**src/lzsswd_pkg.sv**
```systemverilog
// Package for the LZSS window decompressor: sizes, reset constants and the
// command/status structs between controller and datapath. No dependencies.
`timescale 1ns / 1ps
`default_nettype none

package lzsswd_pkg;

  localparam int WIN_SIZE = 256;
  localparam int PTR_W    = $clog2(WIN_SIZE);
  localparam int CNT_W    = 16;
  localparam int LEN_W    = 5;

  localparam logic [7:0]       FILL_BYTE = 8'h20;
  localparam logic [PTR_W-1:0] START_PTR = PTR_W'(8'hEF);
  localparam logic [LEN_W-1:0] MIN_COPY  = LEN_W'(2);

  typedef struct packed {
    logic load_len;
    logic rd_issue;
    logic emit;
    logic emit_lit;
  } lzsswd_cmd_t;

  typedef struct packed {
    logic room_ok;
    logic is_lit;
    logic last_rem;
    logic out_free;
  } lzsswd_sts_t;

endpackage

`default_nettype wire

```
**src/lzsswd_ctrl.sv**
```systemverilog
// Controller state machine for the LZSS window decompressor.
// Depends on lzsswd_pkg for the command and status structs.
`timescale 1ns / 1ps
`default_nettype none

module lzsswd_ctrl
  import lzsswd_pkg::*;
(
  input  wire logic        clk,
  input  wire logic        rst_n,
  input  wire logic        tok_accept,
  input  var  lzsswd_sts_t sts,
  output var  lzsswd_cmd_t cmd,
  output wire logic        busy
);

  typedef enum logic [2:0] {
    S_IDLE,
    S_START,
    S_LIT,
    S_PRIME,
    S_COPY
  } state_t;

  state_t state_r, state_nxt;

  always_comb begin
    state_nxt = state_r;
    cmd       = '0;
    case (state_r)
      S_IDLE: begin
        if (tok_accept) state_nxt = S_START;
      end
      S_START: begin
        if (!sts.room_ok) begin
          state_nxt = S_IDLE;
        end else if (sts.is_lit) begin
          state_nxt = S_LIT;
        end else begin
          cmd.load_len = 1'b1;
          state_nxt    = S_PRIME;
        end
      end
      S_LIT: begin
        if (sts.out_free) begin
          cmd.emit     = 1'b1;
          cmd.emit_lit = 1'b1;
          state_nxt    = S_IDLE;
        end
      end
      S_PRIME: begin
        cmd.rd_issue = 1'b1;
        state_nxt    = S_COPY;
      end
      S_COPY: begin
        if (sts.out_free) begin
          cmd.emit     = 1'b1;
          cmd.rd_issue = 1'b1;
          if (sts.last_rem) state_nxt = S_IDLE;
        end
      end
      default: state_nxt = S_IDLE;
    endcase
  end

  always_ff @(posedge clk) begin
    if (!rst_n) begin
      state_r <= S_IDLE;
    end else begin
      state_r <= state_nxt;
    end
  end

  assign busy = (state_r != S_IDLE);

endmodule

`default_nettype wire

```
**src/lzsswd_dp.sv**
```systemverilog
// Datapath for the LZSS window decompressor: token registers, history window
// with valid bits, pointers, byte count and output register. Uses lzsswd_pkg.
`timescale 1ns / 1ps
`default_nettype none

module lzsswd_dp
  import lzsswd_pkg::*;
(
  input  wire logic             clk,
  input  wire logic             rst_n,
  input  wire logic             tok_accept,
  input  wire logic             in_restart,
  input  wire logic             in_is_literal,
  input  wire logic [7:0]       in_literal_byte,
  input  wire logic [7:0]       in_copy_position,
  input  wire logic [3:0]       in_copy_length_code,
  input  wire logic             cfg_wr_en,
  input  wire logic [CNT_W-1:0] cfg_wr_data,
  input  var  lzsswd_cmd_t      cmd,
  output var  lzsswd_sts_t      sts,
  output wire logic             out_valid,
  input  wire logic             out_stall,
  output wire logic [7:0]       out_byte,
  output wire logic             out_last_of_token,
  output wire logic             out_stream_done
);

  logic [7:0]       mem [WIN_SIZE];
  logic [WIN_SIZE-1:0] vld_r;

  logic             tok_lit_r;
  logic [7:0]       tok_byte_r;
  logic [PTR_W-1:0] tok_pos_r;
  logic [3:0]       tok_code_r;

  logic [PTR_W-1:0] wp_r;
  logic [CNT_W-1:0] cnt_r;
  logic [CNT_W-1:0] size_r;
  logic [PTR_W-1:0] src_r;
  logic [LEN_W-1:0] rem_r;

  logic [7:0]       mem_q_r;
  logic             vld_q_r;
  logic             fwd_r;
  logic [7:0]       fwd_data_r;

  logic             ov_r;
  logic [7:0]       ob_r;
  logic             olast_r;
  logic             odone_r;

  logic [7:0]       rdata;
  logic [7:0]       wdata;
  logic [CNT_W-1:0] room;
  logic [LEN_W-1:0] code_len;
  logic [LEN_W-1:0] len;
  logic [CNT_W-1:0] cnt_inc;
  logic             out_take;

  assign rdata    = fwd_r ? fwd_data_r : (vld_q_r ? mem_q_r : FILL_BYTE);
  assign wdata    = cmd.emit_lit ? tok_byte_r : rdata;
  assign room     = size_r - cnt_r;
  assign code_len = LEN_W'(tok_code_r) + MIN_COPY;
  assign len      = (room < CNT_W'(code_len)) ? room[LEN_W-1:0] : code_len;
  assign cnt_inc  = cnt_r + CNT_W'(1);
  assign out_take = ov_r && !out_stall;

  assign sts.room_ok  = (cnt_r < size_r);
  assign sts.is_lit   = tok_lit_r;
  assign sts.last_rem = (rem_r == LEN_W'(1));
  assign sts.out_free = !ov_r || !out_stall;

  // history window storage
  always_ff @(posedge clk) begin
    if (cmd.emit) begin
      mem[wp_r] <= wdata;
    end
    if (cmd.rd_issue) begin
      mem_q_r <= mem[src_r];
    end
  end

  // payload registers
  always_ff @(posedge clk) begin
    if (tok_accept) begin
      tok_lit_r  <= in_is_literal;
      tok_byte_r <= in_literal_byte;
      tok_pos_r  <= in_copy_position;
      tok_code_r <= in_copy_length_code;
    end
    if (cmd.load_len) begin
      rem_r <= len;
      src_r <= tok_pos_r;
    end else begin
      if (cmd.emit && !cmd.emit_lit) rem_r <= rem_r - LEN_W'(1);
      if (cmd.rd_issue) src_r <= src_r + PTR_W'(1);
    end
    if (cmd.rd_issue) begin
      vld_q_r    <= vld_r[src_r];
      fwd_r      <= cmd.emit && (wp_r == src_r);
      fwd_data_r <= wdata;
    end
    if (cmd.emit) begin
      ob_r    <= wdata;
      olast_r <= cmd.emit_lit || (rem_r == LEN_W'(1));
      odone_r <= (cnt_inc == size_r);
    end
  end

  // control state
  always_ff @(posedge clk) begin
    if (!rst_n) begin
      vld_r  <= '0;
      wp_r   <= START_PTR;
      cnt_r  <= '0;
      size_r <= '0;
      ov_r   <= 1'b0;
    end else begin
      if (cfg_wr_en) size_r <= cfg_wr_data;
      if (tok_accept && in_restart) begin
        vld_r <= '0;
        wp_r  <= START_PTR;
        cnt_r <= '0;
      end else if (cmd.emit) begin
        vld_r[wp_r] <= 1'b1;
        wp_r        <= wp_r + PTR_W'(1);
        cnt_r       <= cnt_inc;
      end
      if (cmd.emit) begin
        ov_r <= 1'b1;
      end else if (out_take) begin
        ov_r <= 1'b0;
      end
    end
  end

  assign out_valid         = ov_r;
  assign out_byte          = ob_r;
  assign out_last_of_token = olast_r;
  assign out_stream_done   = odone_r;

endmodule

`default_nettype wire

```
**src/lzss_window_decompressor_top.sv**
```systemverilog
// LZSS window decompressor with a 256-byte history: one token is accepted when
// the block is idle; a copy is served by the registered window read that yields
// one byte a cycle while the output is not stalled. Reset or a restart token
// refills the window with 0x20 at once through per-entry valid bits, so there
// is no clearing pass.
// Top level: instantiates lzsswd_ctrl and lzsswd_dp, uses lzsswd_pkg.
`timescale 1ns / 1ps
`default_nettype none

module lzss_window_decompressor_top
  import lzsswd_pkg::*;
(
  input  wire logic             clk,
  input  wire logic             rst_n,
  input  wire logic             in_valid,
  output wire logic             in_stall,
  input  wire logic             in_restart,
  input  wire logic             in_is_literal,
  input  wire logic [7:0]       in_literal_byte,
  input  wire logic [7:0]       in_copy_position,
  input  wire logic [3:0]       in_copy_length_code,
  input  wire logic             cfg_wr_en,
  input  wire logic [CNT_W-1:0] cfg_wr_data,
  output wire logic             out_valid,
  input  wire logic             out_stall,
  output wire logic [7:0]       out_byte,
  output wire logic             out_last_of_token,
  output wire logic             out_stream_done
);

  lzsswd_cmd_t cmd;
  lzsswd_sts_t sts;
  logic        busy;
  logic        tok_accept;

  assign in_stall   = busy;
  assign tok_accept = in_valid && !busy;

  lzsswd_ctrl u_ctrl (
    .clk        (clk),
    .rst_n      (rst_n),
    .tok_accept (tok_accept),
    .sts        (sts),
    .cmd        (cmd),
    .busy       (busy)
  );

  lzsswd_dp u_dp (
    .clk                 (clk),
    .rst_n               (rst_n),
    .tok_accept          (tok_accept),
    .in_restart          (in_restart),
    .in_is_literal       (in_is_literal),
    .in_literal_byte     (in_literal_byte),
    .in_copy_position    (in_copy_position),
    .in_copy_length_code (in_copy_length_code),
    .cfg_wr_en           (cfg_wr_en),
    .cfg_wr_data         (cfg_wr_data),
    .cmd                 (cmd),
    .sts                 (sts),
    .out_valid           (out_valid),
    .out_stall           (out_stall),
    .out_byte            (out_byte),
    .out_last_of_token   (out_last_of_token),
    .out_stream_done     (out_stream_done)
  );

endmodule

`default_nettype wire
```
**config.mk**
```make
export PLATFORM = sky130hd
export DESIGN_NAME = lzss_window_decompressor_top
export DESIGN_NICKNAME = d
export VERILOG_FILES = /design/src/lzsswd_pkg.sv /design/src/lzsswd_ctrl.sv /design/src/lzsswd_dp.sv /design/src/lzss_window_decompressor_top.sv
export SDC_FILE = /design/constraint.sdc
export NUM_CORES = 2
export LEC_CHECK = 0
export BUFFER_PORTS_ARGS = -buffer_cell sky130_fd_sc_hd__buf_4
export CAP_MARGIN = 20
export CORE_MARGIN = 4
export CORE_UTILIZATION = 60
export CTS_BUF_LIST = sky130_fd_sc_hd__clkbuf_8 sky130_fd_sc_hd__clkbuf_16
export CTS_CLUSTER_DIAMETER = 80
export DETAILED_ROUTE_END_ITERATION = 6
export HOLD_SLACK_MARGIN = 0.02
export PLACE_DENSITY = 0.76
export SYNTH_ARGS = -nofsm -noshare
export SYNTH_HDL_FRONTEND = slang
export SYNTH_HIERARCHICAL = 1
export SYNTH_SLANG_ARGS = --single-unit
```
**constraint.sdc**
```tcl
create_clock -name clk -period 37 [get_ports clk]
set_input_delay 0 -clock clk [delete_from_list [all_inputs] [get_ports clk]]
set_output_delay 0 -clock clk [all_outputs]
set_load 0.1 [all_outputs]
```
* After elaboration in Yosys (flattened, before gate mapping)
Memories as Yosys holds them, arrays and structs flattened. A register that Yosys moved wholly into a read port is not among the register bits.
Index checks and enable logic that the tools add are counted.
** Operators by class
- Muxes and demuxes :: 30
- $add $sub $neg :: 6
- Multipliers :: 0
- Eq/ne operators :: 11
- Shift-type cells :: 0
- Reduce and logical (&&, ||, !) cells :: 19
- Magnitude comparators :: 5
- Bitwise operators :: 2
- Divide/modulo/power cells :: 0
** Operators with widths (count)
- $or 256x256->256 :: 1
- $mux 8 :: 5
- $lt 8x9->1 const B :: 2
- $add 16x1->16 const B :: 1
- $add 8x1->8 const B :: 2
- $eq 16x16->1 :: 1
- $lt 16x16->1 :: 1
- $lt 16x5->1 :: 1
- $sub 16x16->16 :: 1
- $mux 5 :: 3
- $pmux 3 s5 :: 1
- $mux 3 :: 4
- $mux 1 :: 11
- $bmux 1 s8 :: 1
- $demux 1 s8 :: 1
- $eq 8x8->1 :: 1
- $ge 8x1->1 const B :: 1
- $eq 3x2->1 const B :: 2
- $logic_and 1x1->1 :: 6
- $ne 2x2->1 const B :: 3
- $reduce_bool 2->1 :: 3
- $add 4x2->5 const B :: 1
- $eq 5x1->1 const B :: 1
- $sub 5x1->5 const B :: 1
- 12 further kinds :: 18
** Storage, ports and cells
- Word-level logic and storage cells :: 92
- Memories kept :: 1
- Bits of input ports :: 43
- Latch bits :: 0
- ROM bits :: 0
- Register bits :: 354
- Bits in writable memories :: 2048
** Memories
- u_dp.mem :: depth 256, bits a word 8, rd ports 1, clocked after Yosys merged registers in 1, write ports 1, RTL line lzsswd_dp.sv:28 : logic [7:0] mem [WIN_SIZE];

* Depth between registers and ports, before layout
- Depth after elaboration :: 8
- Depth in mapped cells :: 19
- Gate-level depth less buffers :: 18

* Modules after synthesis
Netlist, hierarchy kept.
** Modules (own cells, without submodules)
- lzsswd_dp :: times used 1, area each 93821.2 µm², cells each 4753
- lzsswd_ctrl :: times used 1, area each 236.5 µm², cells each 27
- lzss_window_decompressor_top :: times used 1, area each 13.8 µm², cells each 1

* Worst setup path after synthesis
OpenSTA, ideal clock, no wires.
- Path kind :: register to register
- Start point :: register u_dp.ov_r (netlist: u_dp/out_valid)
- End point :: register u_dp.fwd_data_r[6] (data pin)
- Period minus slack after synthesis :: 13.929 ns
- Slack :: 23.071 ns
- Library setup time :: 2.202 ns
- Cell stages (with the launch flop) :: 7
- Arrival time :: 11.727 ns
- Path through :: dfxtp_1 > nand2_1 > nand2b_1 > nor2_1 > buf_1 > clkbuf_1 > o21ai_0
** RTL lines
- from (decl) :: RTL line lzsswd_dp.sv:47 : logic ov_r;
- from (signal assigned) :: RTL line lzsswd_dp.sv:117 : ov_r <= 1'b0;
- from (signal assigned) :: RTL line lzsswd_dp.sv:130 : ov_r <= 1'b1;
- from (signal assigned) :: RTL line lzsswd_dp.sv:132 : ov_r <= 1'b0;
- to (signal assigned) :: RTL line lzsswd_dp.sv:101 : fwd_data_r <= wdata;
- to (decl) :: RTL line lzsswd_dp.sv:45 : logic [7:0] fwd_data_r;

==> metrics.txt <==
top post-synthesis cells by count edfxtp_1 (2110), nor2_1 (755), mux4_2 (736); maximum fanout along the worst path between 100 and 150; Fill cells around 9400; dpl hpwl 131000 um; cts bufs inserted between 200 and 250; # DRC 0; Cell Area, Synth 0.0941 sq mm; Max VDD drop around 0.000057 V; clock sink count 2410; I/O pin count 55; Die Y 404 um; Initial Util about three fifths; vias in the first global route 48500; Post-CTS Setup Repair Bufs 0; sequential element share of the synthesized area about 74%; Starting DRT DRC Count between 7000 and 8000; Worst Path Arrival between 6 and 7 ns; Gate Count Post-Synth 4781; slew at the pin with the worst max-slew slack between 1 and 1.5 ns; critical path class register to register; reg-to-reg startpoint u_dp/src_r[1]; Post-Route Setup TNS 0 ns; Slew HR ~20%; first-pass GRT wire length about 330000 um; Syn Nets a little under 5000; final hold vios 0; fmax 0.158 GHz; leading area contributor after synthesis edfxtp_1; Pwr Density between 50 and 60 mW/mm^2; number of max-cap violations 0; Total GRT Usage around 28%; Clock Tree Buf Depth 3; Async S/R FF share, synth 0%; Hold Crit Start rst_n; Rows roughly 150; antenna violations before repair 4; WL per Instance ~31 um; EDFF count, synth ~2100; Final Skew between 0.03 and 0.04 ns; I/O Buffers 54; share of layout cells above drive strength 1 about a quarter; pin count of the biggest net entering global routing about 190; final worst slack ~31 ns; Leak Pwr 34.0 nW; H-tree depth 4; nets 5127; Syn. warnings 6; die footprint 0.163 sq mm; power after layout between 5 and 6 mW; via-per-instance ratio around 6.6; Final Critical Period between 6 and 7 ns; kind of end point of the critical path register; root buf cell clkbuf_16; Die X-Extent around 400 um; Data required, critical path 37.59 ns; Antenna Nets Post-Route 0; Setup Viol. Count Final 0; #FFs+latches synth 2410; register area around 0.069 sq mm; Most used DFF post-synth edfxtp_1; multi-input logic area 0.0235 sq mm; Area contributors post-synth edfxtp_1 (67%), mux4_2 (18%), dfxtp_1 (6.4%); count leader, synth edfxtp_1; RSZ-0062 raised after global routing no; Final period util roughly 17%; Core Util, Final around two thirds; Synth cell types 60; top-area cell type share of the netlist area between 60% and 70%; Place WS between 30 and 40 ns; Max Slew Vio Count 0; type of origin of the critical path register; residual overflow from global routing 0; Clock transition at path regs approximately 0.06 ns; Synth Area per Inst 19.7 sq um; status complete, no violations; routed wire length 225000 um; routability cong. 0.820; worst min path class input pin to register; 1st-pass router iterations 6; CTS tree done; synth-to-layout area growth 12.8%; clock latency at the later pin of the worst-skew pair 0.86 ns; Worst Setup SP u_dp/src_r[1]; via count roughly 49000; core area ~0.16 sq mm
final timing paths:
kind                                           to  slack (ns)  depth (start not counted)
worst min register to register    u_dp/vld_r[146]        0.47                          1
worst max register to register    u_dp/mem_q_r[4]       30.67                         10
worst max-delay path              u_dp/mem_q_r[4]       30.67                         10
worst min-delay path            u_ctrl/state_r[1]        0.15                          4
cells in the final DEF, fill, tap and decap left out, drive strengths merged, types with 76 or more instances in the layout:
cell and n:
edfxtp 2110, nor2 755, mux4 736, dfxtp 300, clkbuf 249, buf 210, dlygate4sd3 112, inv 102
clkinv 79, nand2 76
per-layer routing:
metal  vias to the layer above  routed length [um]  global-route usage [%]
li1                      19700                   -                       -
met1                     25300               83600                    40.8
met2                      3036              109000                    43.5
met3                       473               24100                    5.34
met4                         4                7800                    9.39
met5                         -                  24                       0
final cells by class:
type / count / area share (%)
antenna: 3 / 0.00708
clock buffer: 248 / 5.62
clock inverter: 179 / 1.47
inverter: 34 / 0.120
multi-input combinational: 2061 / 22.1
sequential: 2410 / 65.4
tap: 2058 / 2.43
timing repair buffer: 323 / 2.83
per-stage QoR:
step,std cells,instance area [sq um],hold slack (ns)
finish,7316,106000,0.148
floorplan,4781,94100,0.0989
CTS,7288,106000,0.110
detailed placement,6749,97100,0.180
global route,7313,106000,0.131
global placement,6724,96900,0.180
flip-flops by register name, summed over array words and instances, names as in the netlist:
register                flops
u_dp/src_r                  8
u_dp/out_last_of_token      1
u_dp/cnt_r                 16
u_dp/wp_r                   8
u_dp/out_stream_done        1
u_dp/size_r                16
u_dp/tok_lit_r              1
u_dp/tok_pos_r              8
u_dp/out_byte               8
u_dp/vld_r                256
u_dp/tok_code_r             4
u_dp/mem_q_r                8
u_dp/mem                 2048
u_dp/fwd_r                  1
u_dp/rem_r                  5
u_dp/fwd_data_r             8
u_dp/tok_byte_r             8
u_dp/out_valid              1
u_dp/vld_q_r                1
u_ctrl/state_r              3
worst max-delay path, cell delays in order, from the launching register on:
cell and delay, ns:
edfxtp_1 0.67, buf_12 0.71, buf_4 0.83, buf_4 0.91, buf_4 0.82, mux4_2 0.42, mux4_2 0.49, mux2i_1 0.32
a21oi_1 0.20, a22oi_1 0.33, nand2_1 0.11
repair_timing:
action / 4_1_cts / 5_1_grt
hold buffers: 112 / 0
endpoints found under the setup margin: 0 / 0
endpoints found under the hold margin: 108 / 0
resized for setup: 0 / 0
power breakdown:
group | leakage (nW) | internal, mW | switching [mW]
combinational | 8.64 | 0.187 | 0.302
clock | 3.90 | 1.31 | 1.00
sequential | 21.5 | 3.02 | 0.0105
cells by family (layout without fill, tap and decap cells):
| logic type | after synthesis | after routing | share of synthesized area [%] |
|---|---|---|---|
| mux | 777 | 777 | 18.1 |
| fa+ha+maj | 30 | 30 | 0.407 |
| xor+xnor | 62 | 62 | 0.577 |
| other cells | 0 | 3 | 0 |
| flops | 2410 | 2410 | 73.7 |
| simple gates | 998 | 998 | 4.41 |
| compound gates | 194 | 194 | 1.38 |
| buf+inv | 310 | 784 | 1.43 |
Power figures use the tool's default switching activity.
